`src/hdl/gbl_pkg.sv`:
```
// shared types, constants and kernel weights for the 5x5 gaussian blur
package gbl_pkg;

  localparam int KSize    = 5;
  localparam int KRadius  = 2;
  localparam int Lines    = 4;
  localparam int NumTaps  = 25;
  localparam int TapW     = 5;
  localparam int RowW     = 3;
  localparam int ChanW    = 8;
  localparam int PixW     = 24;
  localparam int WidthW   = 11;
  localparam int HeightW  = 12;
  localparam int CfgIdxW  = 2;
  localparam int CfgDataW = 12;
  localparam int PosW     = 23;
  localparam int SumW     = 17;
  localparam int DivW     = 9;
  localparam int WeightW  = 6;
  localparam int QDepth   = 2;
  localparam int QPtrW    = 1;
  localparam int QLevelW  = 2;

  localparam logic [CfgIdxW-1:0] CFG_FRAME_WIDTH  = 2'd0;
  localparam logic [CfgIdxW-1:0] CFG_FRAME_HEIGHT = 2'd1;

  localparam logic [WidthW-1:0]  WidthReset  = 11'd640;
  localparam logic [HeightW-1:0] HeightReset = 12'd480;

  typedef logic [PixW-1:0] pixel_t;

  // one window position to be filtered
  typedef struct packed {
    pixel_t [NumTaps-1:0] taps;
    logic [KSize-1:0]     row_ok;
    logic [KSize-1:0]     col_ok;
    logic                 eof;
  } job_t;

  typedef enum logic {
    F_IDLE,
    F_EXEC
  } front_state_t;

  typedef enum logic [1:0] {
    B_IDLE,
    B_ACC,
    B_DIV,
    B_OUT
  } back_state_t;

  // one quadrant of the symmetric kernel
  localparam logic [WeightW-1:0] KQuad [3][3] = '{
    '{6'd1, 6'd4,  6'd7},
    '{6'd4, 6'd16, 6'd26},
    '{6'd7, 6'd26, 6'd41}
  };

  function automatic logic [WeightW-1:0] kernel_weight(input logic [RowW-1:0] j,
                                                       input logic [RowW-1:0] k);
    logic [RowW-1:0] jj;
    logic [RowW-1:0] kk;
    jj = (j > RowW'(KRadius)) ? RowW'(KSize - 1) - j : j;
    kk = (k > RowW'(KRadius)) ? RowW'(KSize - 1) - k : k;
    return KQuad[jj[1:0]][kk[1:0]];
  endfunction

endpackage

```
`src/hdl/gbl_if.sv`:
```


interface gbl_blur_if;
  logic       valid;
  logic       ready;
  logic [7:0] blur_red;
  logic [7:0] blur_green;
  logic [7:0] blur_blue;
  logic       end_of_frame;
  modport source (output valid, blur_red, blur_green, blur_blue, end_of_frame, input ready);
  modport sink (input valid, blur_red, blur_green, blur_blue, end_of_frame, output ready);
endinterface

```
`src/hdl/gbl_back.sv`:
```
// back end: weighted row sums, then an 8-step divider per channel on a shared divisor
module gbl_back (
  input  logic          clk,
  input  logic          rst,
  input  logic          q_valid,
  input  gbl_pkg::job_t q_job,
  output logic          q_pop,
  gbl_blur_if.source    blurred
);
  import gbl_pkg::*;

  back_state_t bstate, bstate_next;
  job_t job;
  logic [RowW-1:0] row;
  logic [RowW-1:0] step;
  logic [SumW-1:0] sum [3];
  logic [SumW-1:0] sum_acc [3];
  logic [SumW-1:0] sum_div [3];
  logic [ChanW-1:0] quo [3];
  logic [DivW-1:0] div_sum, div_acc, divisor;
  logic [SumW-1:0] dsh;
  logic out_load;

  always_comb begin
    logic [TapW-1:0] idx;
    logic [WeightW-1:0] wt;
    pixel_t p;
    for (int c = 0; c < 3; c++) sum_acc[c] = sum[c];
    div_acc = div_sum;
    for (int k = 0; k < KSize; k++) begin
      idx = TapW'(row) * TapW'(KSize) + TapW'(k);
      wt = kernel_weight(row, RowW'(k));
      p = job.taps[idx];
      if (job.row_ok[row] && job.col_ok[k]) begin
        for (int c = 0; c < 3; c++) begin
          sum_acc[c] = sum_acc[c] + SumW'(p[c*ChanW +: ChanW]) * SumW'(wt);
        end
        div_acc = div_acc + DivW'(wt);
      end
    end
  end

  // restoring division, one quotient bit per cycle
  assign divisor = (div_sum == '0) ? DivW'(1) : div_sum;
  assign dsh = SumW'(divisor) << step;
  always_comb begin
    for (int c = 0; c < 3; c++) begin
      sum_div[c] = (sum[c] >= dsh) ? sum[c] - dsh : sum[c];
    end
  end

  always_comb begin
    bstate_next = bstate;
    case (bstate)
      B_IDLE: if (q_valid) bstate_next = B_ACC;
      B_ACC: if (row == RowW'(KSize - 1)) bstate_next = B_DIV;
      B_DIV: if (step == '0) bstate_next = B_OUT;
      B_OUT: if (!blurred.valid || blurred.ready) bstate_next = B_IDLE;
      default: bstate_next = B_IDLE;
    endcase
  end

  always_comb begin
    q_pop = (bstate == B_IDLE) && q_valid;
    out_load = (bstate == B_OUT) && (!blurred.valid || blurred.ready);
  end

  always_ff @(posedge clk) begin
    case (bstate)
      B_IDLE: begin
        job <= q_job;
        row <= '0;
        div_sum <= '0;
        for (int c = 0; c < 3; c++) sum[c] <= '0;
      end
      B_ACC: begin
        row <= row + 1'b1;
        div_sum <= div_acc;
        for (int c = 0; c < 3; c++) sum[c] <= sum_acc[c];
        step <= RowW'(ChanW - 1);
      end
      B_DIV: begin
        step <= step - 1'b1;
        for (int c = 0; c < 3; c++) begin
          sum[c] <= sum_div[c];
          quo[c] <= {quo[c][ChanW-2:0], sum[c] >= dsh};
        end
      end
      default: ;
    endcase
    if (out_load) begin
      blurred.blur_red <= quo[0];
      blurred.blur_green <= quo[1];
      blurred.blur_blue <= quo[2];
      blurred.end_of_frame <= job.eof;
    end
  end

  always_ff @(posedge clk) begin
    if (rst) begin
      bstate <= B_IDLE;
      blurred.valid <= 1'b0;
    end else begin
      bstate <= bstate_next;
      if (out_load) blurred.valid <= 1'b1;
      else if (blurred.ready) blurred.valid <= 1'b0;
    end
  end

endmodule

```
`src/flat_wrapper.sv`:
```
// flat-port wrapper written by rule: the top's interface ports become plain ports
module gbl_back_flat import gbl_pkg::*;
  (clk, rst, q_valid, q_job, q_pop, blurred_valid, blurred_blur_red, blurred_blur_green, blurred_blur_blue, blurred_end_of_frame, blurred_ready);
  gbl_blur_if blurred_i ();
  input  logic clk;
  input  logic rst;
  input  logic q_valid;
  input  gbl_pkg::job_t q_job;
  output logic q_pop;
  output wire logic [$bits(blurred_i.valid)-1:0] blurred_valid;
  output wire logic [$bits(blurred_i.blur_red)-1:0] blurred_blur_red;
  output wire logic [$bits(blurred_i.blur_green)-1:0] blurred_blur_green;
  output wire logic [$bits(blurred_i.blur_blue)-1:0] blurred_blur_blue;
  output wire logic [$bits(blurred_i.end_of_frame)-1:0] blurred_end_of_frame;
  input wire logic [$bits(blurred_i.ready)-1:0] blurred_ready;
  assign blurred_valid = blurred_i.valid;
  assign blurred_blur_red = blurred_i.blur_red;
  assign blurred_blur_green = blurred_i.blur_green;
  assign blurred_blur_blue = blurred_i.blur_blue;
  assign blurred_end_of_frame = blurred_i.end_of_frame;
  assign blurred_i.ready = blurred_ready;
  gbl_back u_core (.clk(clk), .rst(rst), .q_valid(q_valid), .q_job(q_job), .q_pop(q_pop), .blurred(blurred_i));
endmodule
```
`config.mk`:
```
export PLATFORM = sky130hd
export DESIGN_NAME = gbl_back_flat
export DESIGN_NICKNAME = d
export VERILOG_FILES = /design/src/hdl/gbl_pkg.sv /design/src/hdl/gbl_if.sv /design/src/hdl/gbl_back.sv /design/src/flat_wrapper.sv
export SDC_FILE = /design/constraint.sdc
export NUM_CORES = 2
export LEC_CHECK = 0
export ABC_AREA = 1
export BUFFER_PORTS_ARGS = -buffer_cell sky130_fd_sc_hd__buf_2
export CORE_MARGIN = 2
export CORE_UTILIZATION = 38
export DETAILED_ROUTE_END_ITERATION = 6
export GPL_TIMING_DRIVEN = 1
export MAX_ROUTING_LAYER = met4
export SYNTH_ARGS = -nofsm -noshare
export SYNTH_HDL_FRONTEND = slang
export SYNTH_SLANG_ARGS = --single-unit
```
`constraint.sdc`:
```
create_clock -name clk -period 24.7 [get_ports clk]
set_input_delay 1.235 -clock clk [delete_from_list [all_inputs] [get_ports clk]]
set_output_delay 1.235 -clock clk [all_outputs]
set_load 0.1 [all_outputs]
```
==> flow_metrics.env <==
export IMPL_rsz0062_at_grt="false"
export IMPL_start_util=0.382
export IMPL_syn_area_mm2=0.0699
export IMPL_layout_nets=11000
export IMPL_ant_nets=0
export IMPL_cpMostUsedCell="nand2_1"
export IMPL_drive_above_1_share=0.107
export IMPL_grt_usage=0.336
export IMPL_cts_max_path_buffers=3
export IMPL_cp_startpoint="u_core.row[0]$_SDFFCE_PN0P_"
export IMPL_yosys_area_share_xor_xnor=0.0202
export IMPL_io_pin_count=642
export IMPL_synth_avg_cell_area_um2=7.65
export IMPL_die_w_um=433
export IMPL_grt_max_degree=203
export IMPL_cp_slowest_cell="ha_2"
export IMPL_first_global_vias=64900
export IMPL_grt_pass1_wl_um=445000
export IMPL_synthFlopType="edfxtp_1"
export IMPL_synth_distinct_cells=65
export IMPL_slew_viol_final=2
export IMPL_ys_top_cells_by_area="edfxtp_1, nand2_1, ha_1"
export IMPL_num_rows=157
export IMPL_synth_edf_count=726
export IMPL_clkSlewWorstSetupHoldPaths_ps=70
export IMPL_num_vias=68600
export IMPL_met3WireLength_um=28800
export IMPL_drtIter0Drc=8630
export IMPL_routed_wl_um=312000
export IMPL_worstMarginPinSlew_ps=1520
export IMPL_r2r_start="u_core.row[0]$_SDFFCE_PN0P_"
export IMPL_synth_largest_area_cell="edfxtp_1"
export IMPL_fin_skew_ps=64.4
export IMPL_synth_compound_area_share=0.174
export IMPL_crit_path_max_incr_delay_ps=1180
export IMPL_synth_fa_ha_area_frac=0.192
export IMPL_critical_path_peak_fanout=151
export IMPL_gr_total_overflow=0
export IMPL_critical_path_class="reg2reg"
export IMPL_fin_setup_tns_ps=0
export IMPL_ys_seq_elements=729
export IMPL_hold_buffers=0
export IMPL_drt_vias_per_instance=5.69
export IMPL_cts_resized=0
export IMPL_setup_viol=0
export IMPL_cts_tree="built"
export IMPL_holdPathStages=0
export IMPL_core_mm2=0.183
export IMPL_dr_pass1_iters=7
export IMPL_htree_num_levels=3
export IMPL_synth_top_cell_area_share=0.312
export IMPL_worstHoldPathType="reg2reg"
export IMPL_syn_num_nets=10600
export IMPL_area_growth_syn_to_layout_pct=12.1
export IMPL_synthSimpleGateAreaFrac=0.205
export IMPL_hold_viol=0
export IMPL_end_kind="flop"
export IMPL_min_from="u_core.quo[0][15]$_DFFE_PP_"
export IMPL_reg2reg_depth=57
export IMPL_fmaxAchievable_ghz=0.0639
export IMPL_min_period_ps=15660
export IMPL_synthArstFlopShare=0
export IMPL_cts_root_buf="clkbuf_16"
export IMPL_drc_errors=9
export IMPL_hpwlAfterDp_um=246000
export IMPL_crit_required_ps=25180
export IMPL_die_area_mm2=0.188
export IMPL_die_y_um=433
export IMPL_failed_checks="design-rule violations, max-capacitance violations, max-slew violations"
export IMPL_antenna_found_initial=17
export IMPL_wl_per_cell_um=25.9
export IMPL_post_cts_buffers=0
export IMPL_clk_latency_ps=790
export IMPL_place_congestion=1.03
export IMPL_synth_yosys_seq_area_share=0.313
export IMPL_met1_length_um=125000
export IMPL_maxUsedRoutingLayer="met4"
export IMPL_io_buffer_count=641
export IMPL_wl_met2_um=136000
export IMPL_synthMuxAreaShare=0.00902
export IMPL_maxCapViolCount=1
export IMPL_min_period_over_period=0.634
export IMPL_synthCells=9146
export IMPL_start_kind="flop"
export IMPL_outcome="finished, violations left"
export IMPL_maxSlewHeadroom=-0.0239
export IMPL_clock_sinks=729
export IMPL_cp_arrival_ps=16140
export IMPL_synth_top_family_by_area="simple AND/OR/NAND/NOR gates"
export IMPL_numCtsBuffers=83
export IMPL_yosys_warnings=0
-- per-stage QoR --
stage	utilization	hold WS (ps)	cell area (um^2)	setup slack, ps	std cells
floorplan	-	400	69900	7210	9146
detailed placement	0.413	405	75500	9020	11900
global placement	0.413	403	75500	9100	11900
global route	0.428	422	78400	7750	12000
finish	0.428	418	78400	9040	12000
CTS	0.428	419	78400	8970	12000
-- registers in the layout, summed over array words and instances, names as in the netlist --
| signal | cells |
|---|---|
| u_core.blurred.blur_green | 8 |
| u_core.job | 611 |
| u_core.row | 3 |
| u_core.blurred.blur_blue | 8 |
| u_core.step | 3 |
| u_core.blurred.valid | 1 |
| u_core.quo | 24 |
| u_core.sum | 51 |
| u_core.bstate | 2 |
| u_core.blurred.end_of_frame | 1 |
| u_core.blurred.blur_red | 8 |
| u_core.div_sum | 9 |
-- final cells by class --
class,instances,area [um^2]
Clock inverter,55,716
Timing Repair Buffer,774,4280
Fill cell,18600,105000
Tap cell,2464,3080
Antenna cell,12,30.0
Inverter,1097,4140
Multi-Input combinational cell,6817,42200
Sequential cell,729,21900
Clock buffer,96,2130
-- cells by family after synthesis --
| group | after synthesis |
|---|---|
| flip-flops | 729 |
| AND/OR/NAND/NOR | 3575 |
| adder cells (fa/ha/maj) | 876 |
| XOR/XNOR | 157 |
| multiplexers | 63 |
| buffers and inverters | 1600 |
| AO/OA/AOI/OAI | 2146 |
-- Yosys cell counts, drive strengths merged (84+ instances only) --
| master | instances |
|---|---|
| inv | 1085 |
| ha | 544 |
| xor2 | 92 |
| nand3 | 359 |
| clkbuf | 375 |
| a221oi | 84 |
| nand2 | 2452 |
| edfxtp | 726 |
| a21oi | 601 |
| o21ai | 1068 |
| nor2 | 606 |
| buf | 128 |
| fa | 332 |
-- worst paths after layout --
check / end / slack, ps
max: u_core.sum[0][16]$_DFFE_PP_ / 9040
min: u_core.blurred.blur_green[7]$_DFFE_PP_ / 420
max reg2reg: u_core.sum[0][16]$_DFFE_PP_ / 9040
min reg2reg: u_core.blurred.blur_green[7]$_DFFE_PP_ / 420
-- routing by layer --
metal	vias up	track usage
li1	31400	-
met1	32400	0.427
met2	3958	0.502
met3	820	0.0531
met4	0	0.207
met5	-	-
-- layout by cell type (no fill, tap or decap), types with 11 or more instances in the layout --
cell type  netlist  layout
o21ai_0       1020    1019
nand2_2         10      12
fa_1           332     332
inv_2           15      20
buf_2           47     641
o211ai_1        48      48
o31ai_1         38      32
nand2_1       2441    2439
edfxtp_1       726     726
clkbuf_16        0      83
o21bai_1        28      28
diode_2          0      12
a32o_1          22      22
mux2i_1         63      63
nand4_1         55      55
a211oi_1        12      12
ha_1           544     539
xnor2_1         62      61
a31oi_1         46      46
xor2_1          90      88
nand3b_1        11      11
a221oi_1        84      84
nand3_1        357     357
a21boi_0        11      11
o311ai_0        19      17
or2_2           42      43
clkbuf_1       375      13
clkinv_1        12      23
o2111ai_1       33      33
buf_4            3     124
nor3_1          27      27
nor2_1         600     595
o32ai_1         18      16
bufinv_16        0      11
a21oi_1        601     600
o221ai_1        30      30
o21ai_1         44      44
inv_1         1069    1066
o22ai_1         49      48
-- worst max-delay path, delay by kind of cell (launching register included) --
kind                     cells  cell delay, ps
adder cells (fa/ha/maj)     14            6980
AND/OR/NAND/NOR             15            1600
buffers and inverters       14            2910
flip-flops                   1             510
AO/OA/AOI/OAI               11            2860
XOR/XNOR                     3             400
Power is left out: the tool's default activity adds up to more than one toggle a clock period on the data nets, which glitch-free logic cannot reach.
