[src/hdl/gbl_pkg.sv]
// shared types, constants and kernel weights for the 5x5 gaussian blur
package gbl_pkg;

  localparam int KSize    = 5;
  localparam int KRadius  = 2;
  localparam int Lines    = 4;
  localparam int NumTaps  = 25;
  localparam int TapW     = 5;
  localparam int RowW     = 3;
  localparam int ChanW    = 8;
  localparam int PixW     = 24;
  localparam int WidthW   = 11;
  localparam int HeightW  = 12;
  localparam int CfgIdxW  = 2;
  localparam int CfgDataW = 12;
  localparam int PosW     = 23;
  localparam int SumW     = 17;
  localparam int DivW     = 9;
  localparam int WeightW  = 6;
  localparam int QDepth   = 2;
  localparam int QPtrW    = 1;
  localparam int QLevelW  = 2;

  localparam logic [CfgIdxW-1:0] CFG_FRAME_WIDTH  = 2'd0;
  localparam logic [CfgIdxW-1:0] CFG_FRAME_HEIGHT = 2'd1;

  localparam logic [WidthW-1:0]  WidthReset  = 11'd640;
  localparam logic [HeightW-1:0] HeightReset = 12'd480;

  typedef logic [PixW-1:0] pixel_t;

  // one window position to be filtered
  typedef struct packed {
    pixel_t [NumTaps-1:0] taps;
    logic [KSize-1:0]     row_ok;
    logic [KSize-1:0]     col_ok;
    logic                 eof;
  } job_t;

  typedef enum logic {
    F_IDLE,
    F_EXEC
  } front_state_t;

  typedef enum logic [1:0] {
    B_IDLE,
    B_ACC,
    B_DIV,
    B_OUT
  } back_state_t;

  // one quadrant of the symmetric kernel
  localparam logic [WeightW-1:0] KQuad [3][3] = '{
    '{6'd1, 6'd4,  6'd7},
    '{6'd4, 6'd16, 6'd26},
    '{6'd7, 6'd26, 6'd41}
  };

  function automatic logic [WeightW-1:0] kernel_weight(input logic [RowW-1:0] j,
                                                       input logic [RowW-1:0] k);
    logic [RowW-1:0] jj;
    logic [RowW-1:0] kk;
    jj = (j > RowW'(KRadius)) ? RowW'(KSize - 1) - j : j;
    kk = (k > RowW'(KRadius)) ? RowW'(KSize - 1) - k : k;
    return KQuad[jj[1:0]][kk[1:0]];
  endfunction

endpackage

[src/hdl/gbl_queue.sv]
// two-entry job queue between front and back ends
module gbl_queue (
  input  logic          clk,
  input  logic          rst,
  input  logic          push,
  input  gbl_pkg::job_t push_job,
  output logic          push_ready,
  output logic          pop_valid,
  output gbl_pkg::job_t pop_job,
  input  logic          pop,
  output logic [gbl_pkg::QLevelW-1:0] level
);
  import gbl_pkg::*;

  job_t slots [QDepth];
  logic [QPtrW-1:0] wr_ptr, rd_ptr;

  assign push_ready = level < QLevelW'(QDepth);
  assign pop_valid = level != '0;
  assign pop_job = slots[rd_ptr];

  always_ff @(posedge clk) begin
    if (push) slots[wr_ptr] <= push_job;
  end

  always_ff @(posedge clk) begin
    if (rst) begin
      wr_ptr <= '0;
      rd_ptr <= '0;
      level <= '0;
    end else begin
      if (push) wr_ptr <= wr_ptr + 1'b1;
      if (pop) rd_ptr <= rd_ptr + 1'b1;
      if (push && !pop) level <= level + 1'b1;
      else if (pop && !push) level <= level - 1'b1;
    end
  end

endmodule

[config.mk]
export PLATFORM = sky130hd
export DESIGN_NAME = gbl_queue
export DESIGN_NICKNAME = d
export VERILOG_FILES = /design/src/hdl/gbl_pkg.sv /design/src/hdl/gbl_queue.sv
export SDC_FILE = /design/constraint.sdc
export NUM_CORES = 1
export LEC_CHECK = 0
export BUFFER_PORTS_ARGS = -buffer_cell sky130_fd_sc_hd__buf_2
export CORE_AREA = 5 5 478 480
export CTS_BUF_LIST = sky130_fd_sc_hd__clkbuf_8
export DETAILED_ROUTE_END_ITERATION = 10
export DIE_AREA = 0 0 483 485
export PLACE_DENSITY_LB_ADDON = 0.08
export SKIP_LAST_GASP = 1
export SYNTH_ARGS = -nofsm -noshare
export SYNTH_HDL_FRONTEND = slang
export SYNTH_SLANG_ARGS = --single-unit
[constraint.sdc]
create_clock -name clk -period 52.4 [get_ports clk]
set_clock_uncertainty 0.05 [all_clocks]
set_input_delay 5.24 -clock clk [delete_from_list [all_inputs] [get_ports clk]]
set_output_delay 5.24 -clock clk [all_outputs]
set_load 0.02 [all_outputs]
==> results of run 1 <==
[report_power, final]
part / switching (mW) / internal (mW)
registers: 0.0151 / 1.15
logic: 0.197 / 0.106
clock network: 0.410 / 0.414
[area by class of cell]
type	instances	area share, %
diodes	59	0.254
inverters	2	0.0129
repair buffers	1255	11.0
clock inverters	172	1.44
multi-input cells	626	12.0
flip-flops and latches	1227	63.4
well taps	2992	6.45
clock buffers	227	5.38
[per-layer routing]
metal  part of all wire [%]  up-vias  GRT usage (%)
met2                     50     1178           23.5
met4                    3.3      128           4.13
li1                       -    10700              -
met1                     33    11800           13.0
met3                     13      469           8.20
met5                   0.52        -              0
[critical path, stage by stage (launching register included)]
cell and delay [ns]:
dfxtp_4 0.83, buf_4 0.81, buf_12 0.50, buf_4 0.85
mux2_2 0.44, buf_2 0.16
[sequential cells by signal (all words and copies together), names as in the netlist, named ones only]
name	flops
rd_ptr	1
slots	1222
wr_ptr	1
level	2
[synthesized netlist by cell type, drive strengths merged]
| master | number |
|---|---|
| a21oi | 1 |
| nor2 | 4 |
| ha | 1 |
| dfxtp | 5 |
| xnor2 | 2 |
| nor2b | 1 |
| inv | 2 |
| xor2 | 2 |
| mux2 | 611 |
| edfxtp | 1222 |
| o21ai | 1 |
| or2 | 1 |
| and2 | 1 |
| or3 | 1 |
| buf | 68 |
[path summary, 6_finish.rpt]
kind                                 from            end  slack, ns  cells after the start
worst max-delay path            flip-flop   pop_job[296]      42.02                      5
worst min-delay path               rd_ptr         rd_ptr       0.47                      2
worst max register to register     wr_ptr  slots[0][148]      47.90                      6
worst min register to register     rd_ptr         rd_ptr       0.47                      2
[layout by cell type (no fill, tap or decap), types with 2 or more instances in the layout]
cell / count
buf_2: 1229
edfxtp_1: 1222
mux2_2: 611
clkbuf_8: 227
inv_1: 99
diode_2: 59
clkinv_1: 48
buf_4: 21
clkinv_2: 11
buf_12: 5
nor2_1: 4
clkinvlp_4: 4
dfxtp_1: 4
inv_8: 3
bufinv_16: 3
xor2_1: 2
xnor2_1: 2
inv_12: 2
clkinv_8: 2
inv_6: 2
[per-stage QoR]
step	hold slack [ns]	instance area, sq um	setup WS, ns	std cells
finish	0.467	58100	42.02	6560
global route	0.512	58000	41.72	6519
CTS	0.473	57900	41.85	6501
detailed placement	0.457	53900	42.61	6102
global placement	0.457	53900	42.60	6102
floorplan	0.430	44500	19.26	1923
[logic make-up (layout without fill, tap and decap cells)]
kind of cell	Yosys count	after routing	synth area share [%]
adders and majority gates	1	1	0.0281
xor gates and xnor gates	4	4	0.0787
buffers and inverters	70	1656	1.71
and+or+nand+nor	8	8	0.0927
AOI/OAI and AO/OA	2	2	0.0225
muxes	611	611	15.4
other	0	59	0
DFF	1227	1227	82.6
==> results.toml, run 1 <==
[timing]
rsz0062_at_grt = "no"
tightest_slew_ns = 1.11
clock.fmax_mhz = 96.3
hold_violations = 0
finalSetupViolCount = 0
tns_ns = 0
drv_slew = 0
period_share_pct = 19.8
finalCriticalPeriod_ns = 10.38
maxSlewHeadroom_pct = 25.8

[final_layout]
seq_area_sq_um = 36800
multi_input_area_sq_um = 6990
nNetsFinal = 3952
area_delta_synth_final_pct = 30.4
final_core_util_pct = 25.9
fillers = 23200
layout-drive-gt1-share_pct = 60.6

[power]
power_mw = 2.29
p_leak_nw = 21.2
p_per_area_nw_per_um2 = 39.5
vdd_drop_max_mv = 0.0239

[die]
die_h_um = 485
ios = 1230
die-area_sq_um = 234000
fp.dieW_um = 483
placementRows = 174
start_util_pct = 19.9
core-area_sq_um = 224000

[logic_synthesis]
yosysWarningCount = 0
synth_top_cell_by_area = "edfxtp_1"
ys_ff_latch = 1227
synth.avg_cell_area_sq_um = 23.2
synth_nets = 2539
ys_types = 16
netlist_area_sq_um = 44500
yosysSeqAreaShare_pct = 82.6
synth_area_leaders = "edfxtp_1 82%, mux2_2 15%, buf_6 1.7%"
synthCells = 1923
synth_top_area_share_pct = 82.4

[route]
wl_per_cell_um = 24.9
via_count = 24300
drtIter0Drc = 1002
routed_via_density = 3.70
wl_um = 163000
drtPass1Iterations = 4
detail-route-antenna-nets = 0
drc = 0

[clock_tree]
post_cts_buffers = 0
path_clk_slew_ns = 0.06
cts_buffer_depth = 3
ctsRootBufferMaster = "clkbuf_8"
clk_latency_ns = 0.92
cts_sinks = 1227
ctsResizeCount = 0
htree_levels = 4
postCtsHoldBufs = 0
cts_buffers = 224
cts_tree = "yes"

[critical_path]
worst_setup_path_start_kind = "flip-flop"
crit_required_ns = 47.11
endpoint_kind = "output pin"
path_max_fanout = 127
path_class = "reg2out"
crit_arrival_ns = 5.09

[place]
dp_hpwl_um = 119000
gp_congestion = 0.753
portBuffers = 1229

[global_routing]
grt_max_degree = 139
grt_use_total_pct = 13.4
gr-total-overflow = 0
antenna_found_initial = 199
grt_pass1_vias = 25900
grt_pass1_wl_um = 218000

[run_status]
status = "completed"

[hold_path]
worst_hold_path_type = "reg2reg"

[job]
cap_viol_max_count = 0
No activity file was read; power rests on OpenSTA's default activity.
==> run 2: changes to the inputs <==
Settings changed: CORE_AREA 5 5 478 480 to 5 5 481 483, DIE_AREA 0 0 483 485 to 0 0 486 488.
Clock period 52.4 ns to 10.45 ns, I/O delays scaled along.
==> results.toml, run 2 (same netlist as run 1, synthesis figures left out) <==
[timing]
finalCriticalPeriod_ns = 5.15
hold_violations = 0
period_share_pct = 49.3
rsz0062_at_grt = "no"
tightest_slew_ns = 0.999
tns_ns = 0
drv_slew = 0
clock.fmax_mhz = 194
maxSlewHeadroom_pct = 33.4
finalSetupViolCount = 0

[clock_tree]
clk_latency_ns = 0.90
postCtsHoldBufs = 0
cts_sinks = 1227
htree_levels = 4
cts_buffer_depth = 3
ctsRootBufferMaster = "clkbuf_8"
post_cts_buffers = 0
ctsResizeCount = 0
cts_tree = "yes"
cts_buffers = 229
path_clk_slew_ns = 0.06

[power]
vdd_drop_max_mv = 0.136
p_per_area_nw_per_um2 = 199
power_mw = 11.6
p_leak_nw = 21.2

[job]
cap_viol_max_count = 0

[route]
drc = 0
drtPass1Iterations = 4
wl_um = 161000
via_count = 24400
routed_via_density = 3.72
detail-route-antenna-nets = 0
drtIter0Drc = 1008
wl_per_cell_um = 24.6

[run_status]
status = "completed"

[critical_path]
endpoint_kind = "output pin"
path_class = "reg2out"
path_max_fanout = 118
reg2reg_depth = 3
crit_arrival_ns = 4.06
worst_setup_path_start_kind = "flip-flop"
crit_required_ns = 9.36

[die]
core-area_sq_um = 226000
die-area_sq_um = 237000
ios = 1230
die_h_um = 488
start_util_pct = 19.7
placementRows = 175
fp.dieW_um = 486

[final_layout]
nNetsFinal = 3953
area_delta_synth_final_pct = 30.6
layout-drive-gt1-share_pct = 60.5
final_common_cell = "buf_2"
final_cell_mix = "1229 x buf_2, 1222 x edfxtp_1, 611 x mux2_2"
reg_top3 = "slots (1222), level (2)"
largest-register = "slots"
largest_reg_flops = 1222

[place]
portBuffers = 1229
gp_congestion = 0.785
dp_hpwl_um = 117000

[hold_path]
worst_hold_path_type = "in2reg"
holdPathStages = 1

[global_routing]
gr-total-overflow = 0
grt_pass1_wl_um = 215000
grt_pass1_vias = 25900
antenna_found_initial = 187
grt_use_total_pct = 13.0
grt_max_degree = 134
[run 2: routing by layer]
layer	up-vias	global-route usage (%)	wire length, um
met3	497	7.46	19400
li1	10600	-	-
met4	106	3.23	4440
met5	-	0	683
met1	12000	13.4	57100
met2	1202	22.7	79800
[run 2: where the power goes]
part / internal, mW / total, mW / switching [mW]
Combinational: 0.531 / 1.51 / 0.975
Sequential: 5.76 / 5.84 / 0.0795
Clock: 2.16 / 4.21 / 2.05
[run 2: path summary, 6_finish.rpt]
| kind | start | end | slack [ns] |
|---|---|---|---|
| worst min-delay path | push_job[20] | slots[0][20] | 0.23 |
| worst max register to register | wr_ptr | slots[1][360] | 7.27 |
| worst max-delay path | flip-flop | pop_job[305] | 5.30 |
| worst min register to register | rd_ptr | rd_ptr | 0.47 |
[run 2: critical path, stage by stage (launching register included)]
cell and delay [ns]:
dfxtp_4 0.94, buf_12 0.53, buf_12 0.58, mux2_2 0.46, buf_2 0.17
[run 2: per-stage QoR]
step / utilization (%) / std cells / hold WS (ns) / area (sq um) / setup slack (ns)
floorplan: - / 1923 / 0.430 / 44500 / -0.198
global placement: 23.9 / 6115 / 0.465 / 54000 / 6.18
detailed placement: 23.9 / 6115 / 0.472 / 54000 / 6.18
CTS: 25.7 / 6521 / 0.0146 / 58100 / 5.06
global route: 25.7 / 6528 / 0.0470 / 58100 / 5.00
finish: 25.7 / 6554 / 0.233 / 58200 / 5.30
[run 2: area by class of cell]
type	count	area, sq um
Antenna cell	33	82.6
Clock buffer	238	3280
Clock inverter	168	798
Fill cell	23400	168000
Inverter	2	7.51
Multi-Input combinational cell	626	6990
Sequential cell	1227	36800
Tap cell	3009	3760
Timing Repair Buffer	1251	6450
==> run 3: changes to the inputs <==
Clock period 10.45 ns to 4.85 ns, I/O delays scaled along.
==> results.toml, run 3 (same netlist as run 1, synthesis figures left out) <==
[route]
detail-route-antenna-nets = 0
drtIter0Drc = 1115
drc = 0
routed_via_density = 3.67
wl_um = 165000
wl_per_cell_um = 22.9
drtPass1Iterations = 4
via_count = 26500

[critical_path]
r2r-start = "wr_ptr"
rr_endpoint = "slots[0][285]"
reg2reg_depth = 3
path_class = "reg2out"
reg2reg_slack_ns = 2.73
worst_setup_path_start_kind = "flip-flop"
crit_arrival_ns = 3.01
crit_required_ns = 4.32
path_max_fanout = 35
endpoint_kind = "output pin"

[timing]
rsz0062_at_grt = "no"
period_share_pct = 73.0
maxSlewHeadroom_pct = 38.3
tightest_slew_ns = 0.925
finalSetupViolCount = 0
drv_slew = 0
hold_violations = 0
finalCriticalPeriod_ns = 3.54
tns_ns = 0
clock.fmax_mhz = 282

[clock_tree]
ctsResizeCount = 0
cts_tree = "yes"
clk_latency_ns = 0.90
postCtsHoldBufs = 637
htree_levels = 4
cts_sinks = 1227
ctsRootBufferMaster = "clkbuf_8"
path_clk_slew_ns = 0.06
cts_buffers = 226
post_cts_buffers = 0
cts_buffer_depth = 3

[die]
die-area_sq_um = 237000
ios = 1230
placementRows = 175
core-area_sq_um = 226000
start_util_pct = 19.7
die_h_um = 488
fp.dieW_um = 486

[place]
portBuffers = 1229
dp_hpwl_um = 122000
gp_congestion = 0.790
dpl-instance-area_sq_um = 54500

[final_layout]
largest-register = "slots"
reg_top3 = "slots (1222), level (2)"
largest_reg_flops = 1222
layout-drive-gt1-share_pct = 51.7
multi_input_area_sq_um = 6990
final_common_cell = "buf_2"
final_core_util_pct = 28.7
seq_area_sq_um = 36800
nNetsFinal = 4619
final_cell_mix = "1229 x buf_2, 1222 x edfxtp_1, 637 x dlygate4sd3_1"
fillers = 23200
fin_area_sq_um = 64900
area_delta_synth_final_pct = 45.7

[global_routing]
grt_pass1_wl_um = 226000
gr-total-overflow = 0
grt_pass1_vias = 29200
grt_use_total_pct = 13.4
grt_max_degree = 118
antenna_found_initial = 64

[run_status]
status = "completed"

[job]
cap_viol_max_count = 0

[power]
vdd_drop_max_mv = 0.247
p_per_area_nw_per_um2 = 390
p_leak_nw = 24.1

[hold_path]
worst_hold_path_type = "in2reg"
holdPathStages = 2
hp-start = "push_job[323]"
min_delay_worst_endpoint = "slots[1][323]"
[run 3: cell count changes in the layout (fill, tap and decap cells not counted), sizes merged]
cell         previous run  this run
dlygate4sd3             0       637
buf                  1251      1283
clkbuf                238       229
inv                    99       106
clkinv                 63        58
diode                  33        35
bufinv                  3         2
clkinvlp                5         4
[run 3: worst max-delay path, stage by stage, from the launching register on]
cell	delay, ns
dfxtp_4	0.91
buf_4	0.53
mux2_2	0.40
buf_2	0.18
[run 3: cell type report]
cell class | instances | share of cell area, %
clock inverters | 168 | 1.26
diodes | 35 | 0.135
clock buffers | 229 | 4.86
repair buffers | 1920 | 20.5
inverters | 2 | 0.0116
flip-flops and latches | 1227 | 56.7
well taps | 3009 | 5.80
multi-input cells | 626 | 10.8
[run 3: layer usage]
metal / routed length [um] / vias up / part of all wire [%] / global-route usage (%)
met5: 171 / - / 0.10 / 0
met4: 4980 / 24 / 3.0 / 4.38
met3: 15600 / 302 / 9.4 / 5.96
met2: 81900 / 1051 / 49 / 23.1
met1: 62800 / 13100 / 38 / 14.6
li1: - / 12000 / - / -
[run 3: how the worst max path moves through the flow]
stage | startpoint | endpoint | depth (start not counted)
global placement | flip-flop | pop_job[90] | 3
floorplan | push | slots[0][0] | 1
CTS | flip-flop | pop_job[90] | 3
finish | flip-flop | pop_job[68] | 3
detailed placement | flip-flop | pop_job[90] | 3
global route | flip-flop | pop_job[35] | 3
[run 3: through the flow]
stage	power, mW	setup slack [ns]	instances	hold slack (ns)
2_1_floorplan	14.8	-5.24	1923	0.430
3_5_place_dp	16.3	2.12	6147	0.458
5_1_grt	26.6	1.02	7202	0.0567
6_report	25.3	1.31	7216	0.210
3_3_place_gp	16.3	2.15	6147	0.455
4_1_cts	26.0	0.980	7181	0.000228
[run 3: power breakdown]
group | leakage [nW] | switching (mW) | internal (mW)
clock | 2.37 | 4.45 | 4.47
sequential | 11.5 | 0.169 | 12.4
combinational | 10.2 | 2.29 | 1.54
total | 24.1 | 6.91 | 18.4
